--- config.mk ---
export PLATFORM = sky130hd
export DESIGN_NAME = pulse_edge_capture_queue
export DESIGN_NICKNAME = d
export VERILOG_FILES = /design/src/hdl/pecq_pkg.sv /design/src/hdl/pecq_ram.sv /design/src/hdl/pecq_front.sv /design/src/hdl/pecq_cmd_fifo.sv /design/src/hdl/pecq_back.sv /design/src/hdl/pulse_edge_capture_queue.sv
export SDC_FILE = /design/constraint.sdc
export NUM_CORES = 2
export LEC_CHECK = 0
export ABC_AREA = 1
export BUFFER_PORTS_ARGS = -buffer_cell sky130_fd_sc_hd__buf_4
export CAP_MARGIN = 20
export CORE_ASPECT_RATIO = 0.6
export CORE_MARGIN = 3
export CORE_UTILIZATION = 35
export DETAILED_ROUTE_END_ITERATION = 12
export PLACE_DENSITY = 0.58
export SYNTH_ARGS = -nofsm -noshare
export SYNTH_HDL_FRONTEND = slang
export SYNTH_SLANG_ARGS = --single-unit
--- constraint.sdc ---
create_clock -name clk -period 5.3 [get_ports clk]
set_input_delay 0.795 -clock clk [delete_from_list [all_inputs] [get_ports clk]]
set_output_delay 0.795 -clock clk [all_outputs]
set_load 0.05 [all_outputs]
--- src/hdl/pecq_pkg.sv ---
// shared types and constants for the pulse edge capture queue
`default_nettype none
package pecq_pkg;

    localparam int TS_W = 16;
    localparam int ENTRY_W = 3 * TS_W;
    localparam int CMD_DEPTH = 2;
    localparam int CMD_PTR_W = $clog2(CMD_DEPTH);
    localparam int CMD_CNT_W = $clog2(CMD_DEPTH + 1);

    typedef enum logic {
        KIND_CAPTURE = 1'b0,
        KIND_DEQUEUE = 1'b1
    } kind_t;

    typedef enum logic [1:0] {
        OP_NOTE = 2'd0,
        OP_ENQ  = 2'd1,
        OP_DEQ  = 2'd2
    } op_t;

    typedef struct packed {
        op_t              op;
        logic [TS_W-1:0]  t_start;
        logic [TS_W-1:0]  t_mid;
        logic [TS_W-1:0]  t_stop;
    } cmd_t;

    typedef struct packed {
        logic             sample_valid;
        logic [TS_W-1:0]  period_start;
        logic [TS_W-1:0]  pulse_mid;
        logic [TS_W-1:0]  period_stop;
        logic             dropped;
    } result_t;

    typedef enum logic {
        ST_IDLE = 1'b0,
        ST_READ = 1'b1
    } back_state_t;

endpackage
`default_nettype wire

--- src/hdl/pecq_ram.sv ---
// generic single write port ram with registered read
`default_nettype none
module pecq_ram #(
    parameter int WIDTH = 48,
    parameter int DEPTH = 32
) (
    input  wire logic                     clk,
    input  wire logic                     wr_en,
    input  wire logic [$clog2(DEPTH)-1:0] wr_addr,
    input  wire logic [WIDTH-1:0]         wr_data,
    input  wire logic                     rd_en,
    input  wire logic [$clog2(DEPTH)-1:0] rd_addr,
    output logic      [WIDTH-1:0]         rd_data
);

    logic [WIDTH-1:0] mem [DEPTH];
    logic [WIDTH-1:0] rd_data_reg;

    always_ff @(posedge clk)
    begin
        if (wr_en)
        begin
            mem[wr_addr] <= wr_data;
        end
        if (rd_en)
        begin
            rd_data_reg <= mem[rd_addr];
        end
    end

    assign rd_data = rd_data_reg;

endmodule
`default_nettype wire

--- src/hdl/pecq_front.sv ---
// front end: accepts items, tracks edge polarity and builds commands
`default_nettype none
module pecq_front (
    input  wire logic                        clk,
    input  wire logic                        rst_n,
    input  wire logic                        push,
    input  wire logic                        kind,
    input  wire logic [pecq_pkg::TS_W-1:0]   timestamp,
    output logic                             full,
    input  wire logic                        cmd_full,
    output logic                             cmd_push,
    output pecq_pkg::cmd_t                   cmd
);

    logic                      expect_rising_reg;
    logic                      expect_rising_next;
    logic [pecq_pkg::TS_W-1:0] start_reg;
    logic [pecq_pkg::TS_W-1:0] start_next;
    logic [pecq_pkg::TS_W-1:0] mid_reg;
    logic [pecq_pkg::TS_W-1:0] mid_next;
    logic                      accept;

    assign full   = cmd_full;
    assign accept = push && !cmd_full;

    always_comb
    begin
        expect_rising_next = expect_rising_reg;
        start_next         = start_reg;
        mid_next           = mid_reg;
        cmd_push           = accept;
        cmd.op             = pecq_pkg::OP_NOTE;
        cmd.t_start        = start_reg;
        cmd.t_mid          = mid_reg;
        cmd.t_stop         = timestamp;
        if (accept)
        begin
            if (pecq_pkg::kind_t'(kind) == pecq_pkg::KIND_DEQUEUE)
            begin
                cmd.op = pecq_pkg::OP_DEQ;
            end
            else if (expect_rising_reg)
            begin
                cmd.op             = pecq_pkg::OP_ENQ;
                start_next         = timestamp;
                expect_rising_next = 1'b0;
            end
            else
            begin
                mid_next           = timestamp;
                expect_rising_next = 1'b1;
            end
        end
    end

    always_ff @(posedge clk or negedge rst_n)
    begin
        if (!rst_n)
        begin
            expect_rising_reg <= 1'b1;
            start_reg         <= '0;
            mid_reg           <= '0;
        end
        else
        begin
            expect_rising_reg <= expect_rising_next;
            start_reg         <= start_next;
            mid_reg           <= mid_next;
        end
    end

endmodule
`default_nettype wire

--- src/hdl/pecq_cmd_fifo.sv ---
// short command queue between front and back
`default_nettype none
module pecq_cmd_fifo (
    input  wire logic    clk,
    input  wire logic    rst_n,
    input  wire logic    wr_en,
    input  wire pecq_pkg::cmd_t wr_data,
    output logic         full,
    input  wire logic    rd_en,
    output pecq_pkg::cmd_t rd_data,
    output logic         empty
);

    pecq_pkg::cmd_t                  slot_reg [pecq_pkg::CMD_DEPTH];
    logic [pecq_pkg::CMD_PTR_W-1:0]  wr_ptr_reg;
    logic [pecq_pkg::CMD_PTR_W-1:0]  wr_ptr_next;
    logic [pecq_pkg::CMD_PTR_W-1:0]  rd_ptr_reg;
    logic [pecq_pkg::CMD_PTR_W-1:0]  rd_ptr_next;
    logic [pecq_pkg::CMD_CNT_W-1:0]  count_reg;
    logic [pecq_pkg::CMD_CNT_W-1:0]  count_next;
    logic                            do_wr;
    logic                            do_rd;

    assign full    = (count_reg == pecq_pkg::CMD_CNT_W'(pecq_pkg::CMD_DEPTH));
    assign empty   = (count_reg == '0);
    assign do_wr   = wr_en && !full;
    assign do_rd   = rd_en && !empty;
    assign rd_data = slot_reg[rd_ptr_reg];

    always_comb
    begin
        wr_ptr_next = wr_ptr_reg;
        rd_ptr_next = rd_ptr_reg;
        count_next  = count_reg;
        if (do_wr)
        begin
            wr_ptr_next = (wr_ptr_reg == pecq_pkg::CMD_PTR_W'(pecq_pkg::CMD_DEPTH - 1))
                          ? '0 : wr_ptr_reg + 1'b1;
        end
        if (do_rd)
        begin
            rd_ptr_next = (rd_ptr_reg == pecq_pkg::CMD_PTR_W'(pecq_pkg::CMD_DEPTH - 1))
                          ? '0 : rd_ptr_reg + 1'b1;
        end
        if (do_wr && !do_rd)
        begin
            count_next = count_reg + 1'b1;
        end
        else if (do_rd && !do_wr)
        begin
            count_next = count_reg - 1'b1;
        end
    end

    always_ff @(posedge clk)
    begin
        if (do_wr)
        begin
            slot_reg[wr_ptr_reg] <= wr_data;
        end
    end

    always_ff @(posedge clk or negedge rst_n)
    begin
        if (!rst_n)
        begin
            wr_ptr_reg <= '0;
            rd_ptr_reg <= '0;
            count_reg  <= '0;
        end
        else
        begin
            wr_ptr_reg <= wr_ptr_next;
            rd_ptr_reg <= rd_ptr_next;
            count_reg  <= count_next;
        end
    end

endmodule
`default_nettype wire

--- src/hdl/pecq_back.sv ---
// back end: ring queue of triples, dequeue sequencing and result register
`default_nettype none
module pecq_back #(
    parameter int QUEUE_SLOTS = 32
) (
    input  wire logic        clk,
    input  wire logic        rst_n,
    input  wire logic        cmd_empty,
    input  wire pecq_pkg::cmd_t cmd,
    output logic             cmd_pop,
    input  wire logic        pop,
    output logic             empty,
    output pecq_pkg::result_t result
);

    localparam int PTR_W = $clog2(QUEUE_SLOTS);
    localparam logic [PTR_W-1:0] LAST_SLOT = PTR_W'(QUEUE_SLOTS - 1);

    pecq_pkg::back_state_t             state_reg;
    pecq_pkg::back_state_t             state_next;
    logic [PTR_W-1:0]                  wp_reg;
    logic [PTR_W-1:0]                  wp_next;
    logic [PTR_W-1:0]                  rp_reg;
    logic [PTR_W-1:0]                  rp_next;
    logic [PTR_W-1:0]                  wp_inc;
    logic [PTR_W-1:0]                  rp_inc;
    logic                              out_valid_reg;
    logic                              out_valid_next;
    pecq_pkg::result_t                 res_reg;
    pecq_pkg::result_t                 res_next;
    logic                              load;
    logic                              out_free;
    logic                              ram_wr_en;
    logic                              ram_rd_en;
    logic [pecq_pkg::ENTRY_W-1:0]      ram_wr_data;
    logic [pecq_pkg::ENTRY_W-1:0]      ram_rd_data;

    assign wp_inc      = (wp_reg == LAST_SLOT) ? '0 : wp_reg + 1'b1;
    assign rp_inc      = (rp_reg == LAST_SLOT) ? '0 : rp_reg + 1'b1;
    assign out_free    = !out_valid_reg || pop;
    assign ram_wr_data = {cmd.t_start, cmd.t_mid, cmd.t_stop};

    pecq_ram #(
        .WIDTH (pecq_pkg::ENTRY_W),
        .DEPTH (QUEUE_SLOTS)
    ) u_ring (
        .clk     (clk),
        .wr_en   (ram_wr_en),
        .wr_addr (wp_reg),
        .wr_data (ram_wr_data),
        .rd_en   (ram_rd_en),
        .rd_addr (rp_reg),
        .rd_data (ram_rd_data)
    );

    always_comb
    begin
        state_next = state_reg;
        wp_next    = wp_reg;
        rp_next    = rp_reg;
        cmd_pop    = 1'b0;
        ram_wr_en  = 1'b0;
        ram_rd_en  = 1'b0;
        load       = 1'b0;
        res_next   = '0;
        case (state_reg)
            pecq_pkg::ST_IDLE:
            begin
                if (!cmd_empty && out_free)
                begin
                    cmd_pop = 1'b1;
                    case (cmd.op)
                        pecq_pkg::OP_ENQ:
                        begin
                            load = 1'b1;
                            if (wp_inc == rp_reg)
                            begin
                                res_next.dropped = 1'b1;
                            end
                            else
                            begin
                                ram_wr_en = 1'b1;
                                wp_next   = wp_inc;
                            end
                        end
                        pecq_pkg::OP_DEQ:
                        begin
                            if (rp_reg == wp_reg)
                            begin
                                load = 1'b1;
                            end
                            else
                            begin
                                ram_rd_en  = 1'b1;
                                rp_next    = rp_inc;
                                state_next = pecq_pkg::ST_READ;
                            end
                        end
                        default:
                        begin
                            load = 1'b1;
                        end
                    endcase
                end
            end
            pecq_pkg::ST_READ:
            begin
                if (out_free)
                begin
                    load                  = 1'b1;
                    res_next.sample_valid = 1'b1;
                    res_next.period_start = ram_rd_data[3*pecq_pkg::TS_W-1:2*pecq_pkg::TS_W];
                    res_next.pulse_mid    = ram_rd_data[2*pecq_pkg::TS_W-1:pecq_pkg::TS_W];
                    res_next.period_stop  = ram_rd_data[pecq_pkg::TS_W-1:0];
                    state_next            = pecq_pkg::ST_IDLE;
                end
            end
            default:
            begin
                state_next = pecq_pkg::ST_IDLE;
            end
        endcase
        out_valid_next = load ? 1'b1 : (pop ? 1'b0 : out_valid_reg);
    end

    always_ff @(posedge clk or negedge rst_n)
    begin
        if (!rst_n)
        begin
            state_reg     <= pecq_pkg::ST_IDLE;
            wp_reg        <= '0;
            rp_reg        <= '0;
            out_valid_reg <= 1'b0;
        end
        else
        begin
            state_reg     <= state_next;
            wp_reg        <= wp_next;
            rp_reg        <= rp_next;
            out_valid_reg <= out_valid_next;
        end
    end

    always_ff @(posedge clk)
    begin
        if (load)
        begin
            res_reg <= res_next;
        end
    end

    assign empty  = !out_valid_reg;
    assign result = res_reg;

    a_valid_not_dropped: assert property (@(posedge clk) disable iff (!rst_n)
        out_valid_reg |-> !(res_reg.sample_valid && res_reg.dropped))
        else $error("result both valid and dropped");

    a_read_enters_wait: assert property (@(posedge clk) disable iff (!rst_n)
        (state_reg == pecq_pkg::ST_IDLE && ram_rd_en) |=> state_reg == pecq_pkg::ST_READ)
        else $error("ring read issued without waiting for data");

    a_wp_range: assert property (@(posedge clk) disable iff (!rst_n)
        wp_reg <= LAST_SLOT)
        else $error("write pointer out of range");

    a_rp_range: assert property (@(posedge clk) disable iff (!rst_n)
        rp_reg <= LAST_SLOT)
        else $error("read pointer out of range");

endmodule
`default_nettype wire

--- src/hdl/pulse_edge_capture_queue.sv ---
// top level: input capture period and pulse width queue
// path: a capture item passes through the command queue to the result register; a dequeue
// that finds a stored triple also waits in the read state for the ring ram read
// throughput: one item per cycle while results are drained; each dequeue that
// returns a triple also holds the back end in its read state (registered ram read)
// reset: edge polarity to rising, start and mid times and all pointers cleared,
// ring ram contents left as they are
`default_nettype none
module pulse_edge_capture_queue #(
    parameter int QUEUE_SLOTS = 32
) (
    input  wire logic                      clk,
    input  wire logic                      rst_n,
    input  wire logic                      push,
    output logic                           full,
    input  wire logic                      kind,
    input  wire logic [pecq_pkg::TS_W-1:0] timestamp,
    output logic                           empty,
    input  wire logic                      pop,
    output logic                           sample_valid,
    output logic [pecq_pkg::TS_W-1:0]      period_start,
    output logic [pecq_pkg::TS_W-1:0]      pulse_mid,
    output logic [pecq_pkg::TS_W-1:0]      period_stop,
    output logic                           dropped
);

    pecq_pkg::cmd_t    front_cmd;
    pecq_pkg::cmd_t    back_cmd;
    pecq_pkg::result_t result;
    logic              cmd_push;
    logic              cmd_full;
    logic              cmd_pop;
    logic              cmd_empty;

    pecq_front u_front (
        .clk       (clk),
        .rst_n     (rst_n),
        .push      (push),
        .kind      (kind),
        .timestamp (timestamp),
        .full      (full),
        .cmd_full  (cmd_full),
        .cmd_push  (cmd_push),
        .cmd       (front_cmd)
    );

    pecq_cmd_fifo u_cmd_fifo (
        .clk     (clk),
        .rst_n   (rst_n),
        .wr_en   (cmd_push),
        .wr_data (front_cmd),
        .full    (cmd_full),
        .rd_en   (cmd_pop),
        .rd_data (back_cmd),
        .empty   (cmd_empty)
    );

    pecq_back #(
        .QUEUE_SLOTS (QUEUE_SLOTS)
    ) u_back (
        .clk       (clk),
        .rst_n     (rst_n),
        .cmd_empty (cmd_empty),
        .cmd       (back_cmd),
        .cmd_pop   (cmd_pop),
        .pop       (pop),
        .empty     (empty),
        .result    (result)
    );

    assign sample_valid = result.sample_valid;
    assign period_start = result.period_start;
    assign pulse_mid    = result.pulse_mid;
    assign period_stop  = result.period_stop;
    assign dropped      = result.dropped;

endmodule
`default_nettype wire

==> flow_summary.ini <==
[setup_path]
cp-end-kind = flip-flop
max_stage_delay_ps = 750
crit_fanout = 27
worstSetupStartpointType = flip-flop
cp_common_cell = nand2_1
worstPathArrival_ps = 4400
path_cells = ha_1 -> nand2_1 -> nor2_1 -> ha_1 -> inv_1 -> nand2_1 -> nand2_1 -> nor2_1 -> nand2_1 -> nor2_1 -> nand3_1 -> nand3_1 -> buf_4 -> nor2_4 -> buf_4
criticalPathCategory = reg2reg
critPathTopFamily = simple AND/OR/NAND/NOR gates
critPathRequiredTime_ps = 5700
crit_slowest_cell = nor2_4
worst-path-buf-inv = 3

[status]
outcome = complete, no violations

[floorplanning]
fp.coreArea_mm2 = 0.1985
die-area_mm2 = 0.2071
io_pins = 73
die_x_um = 585.5
die_h_um = 353.7
rows = 126
initial_core_util_pct = 35.53

[synth]
ys_warn_count = 0
netlist_area_mm2 = 0.07053
synthesis.nets = 5691
synth_cell_types = 30
avgSynthCellArea_um2 = 12.46
ys_seq_area_share_pct = 75.57
ys_ff_latch = 1783
ys_dominant_reg_cell = edfxtp_1
ys_async_sr_fraction_pct = 2.748
synth-edff-count = 1734
netlist_instances = 5662

[power]
power_frac_comb_pct = 31.8
p_switching_mw = 16.67
intPower_mw = 27.97
p_seq_share_pct = 42.7
power.share.switching_pct = 37.34
ir_drop_v = 0.0003439
p_leak_nw = 27.12
power.density_mw_per_mm2 = 565.1
pwr-share-clk_pct = 25.5

[route]
final_antenna_net_count = 0
detail_route.wirelength_um = 198800
drc = 0
drt-wirelength-per-cell_um = 23.72
viasPerCell = 5.250
dr.pass1.iters = 8
drt_iter0_drc = 5349
vias = 44000

[place]
hpwl_um = 108400
place.gp.congestion = 0.8274
numPortBuffers = 72
place_worst_setup_slack_ps = 1379

[global_route]
grt_util_all_layers_pct = 18.71
antenna_found_initial = 3
global_route.overflow_total = 0
grt_pass1_vias = 41450
grt_max_degree = 201
grt_pass1_wl_um = 289300

[cts]
post-cts-setup-buffers = 0
cts_root_buf = clkbuf_16
hold_buffers = 0
cts_resized = 0
numCtsBuffers = 162
clk_pin_slew_ps = 60
clk_latency_ps = 790
cts_num_sinks = 1783
cts_tree = built
cts_max_level = 4
clockBufferDepth = 4

[timing]
setup_ws_ps = 1306
fin_crit_ps = 3994
setup_viol = 0
hold_viol_final = 0
finalSetupTns_ps = 0
slew_viol_final = 0
fin_crit_sh_pct = 75.36
rsz0062_at_grt = no
max_freq_ghz = 0.2504
clock-skew-final_ps = 35.01
tightestPinTransition_ps = 1152
maxSlewHeadroom_pct = 23.23

[cells_and_area]
final_nets = 5668
drive_gt1_share_pct = 8.203
final_cell_mix = edfxtp_1, nor2_1, nand2_1, o21ai_0, nand3_1
area_growth_pct = 12.00
largest_reg_flops = 1536
n_fill_cell = 18410
final_common_cell = edfxtp_1

[worst_hold_path]
hold_class = in2async

[job]
drv_cap = 0
## layout make-up
cell class / count / area, um2 / share of cell area, %
inverter: 142 / 570.5 / 0.7223
multi-input combinational: 3396 / 15320 / 19.39
timing repair buffer: 154 / 1569 / 1.986
sequential: 1783 / 53310 / 67.50
tap: 2624 / 3283 / 4.157
clock buffer: 207 / 4379 / 5.544
antenna: 3 / 7.507 / 0.009504
clock inverter: 72 / 546.8 / 0.6922
## synth_stat cells (all sizes together) (5+ instances only)
cell type	instances	area (um2)
a21oi	100	500.5
buf	156	952.2
clkbuf	185	694.4
dfrtp	48	1201
edfxtp	1734	52070
ha	8	100.1
inv	141	531.8
mux2	49	551.8
nand2	954	3583
nand3	550	2790
nand4	5	31.28
nor2	1059	3983
o211ai	48	360.4
o21ai	614	3073
xnor2	5	43.79
## worst paths after layout
path	startpoint	to	slack (ps)	cells after the start
worst max-delay path	u_back.wp_reg[0]$_DFFE_PN0P_	u_back.u_ring.mem[17][32]$_DFFE_PP_	1310	15
worst min-delay path	rst_n	u_back.out_valid_reg$_DFFE_PN0P_	80	1
worst max register to register	u_back.wp_reg[0]$_DFFE_PN0P_	u_back.u_ring.mem[17][32]$_DFFE_PP_	1310	15
worst min register to register	u_front.mid_reg[2]$_DFFE_PN0P_	u_cmd_fifo.slot_reg[0][18]$_DFFE_PP_	470	0
max in group asynchronous	rst_n	u_back.rp_reg[4]$_DFFE_PN0P_	4590	1
min in group clk	timestamp[13]	u_cmd_fifo.slot_reg[0][13]$_DFFE_PP_	190	1
## routing by layer
| layer | vias up | track usage, % | part of all wire [%] |
|---|---|---|---|
| met3 | 290 | 3.304 | 8.0 |
| met1 | 21940 | 29.38 | 47 |
| met2 | 1906 | 26.63 | 42 |
| met4 | 2 | 4.326 | 2.3 |
| met5 | - | 0 | 0.0065 |
| li1 | 19860 | - | - |
## stage by stage
step	total power [mW]	util (%)	instance area (um2)	std cells	hold slack (ps)
global route	46.85	39.79	78980	8378	87.09
finish	44.64	39.80	78990	8381	77.32
floorplan	28.08	-	70530	5662	442.4
detailed placement	33.64	37.29	74010	8097	453.0
CTS	44.89	39.77	78940	8376	65.92
global placement	33.48	37.29	74010	8097	448.6
## power by group through the flow
stage               registers (mW)  clock network, mW  logic [mW]
floorplan                     19.7                  0        8.35
detailed placement            19.4                  0        14.2
global placement              19.4                  0        14.1
finish                        19.1               11.4        14.2
CTS                           19.1               11.5        14.3
global route                  19.2               12.1        15.6
## kinds of logic after synthesis
logic type,Yosys count,share of synthesized area [%]
buffers and inverters,483,3.094
and+or+nand+nor,2569,14.74
xor gates and xnor gates,6,0.07451
DFF,1783,75.57
muxes,50,0.7966
adders and majority gates,8,0.1419
AOI/OAI and AO/OA,763,5.588
(Power assumes the default switching activity.)
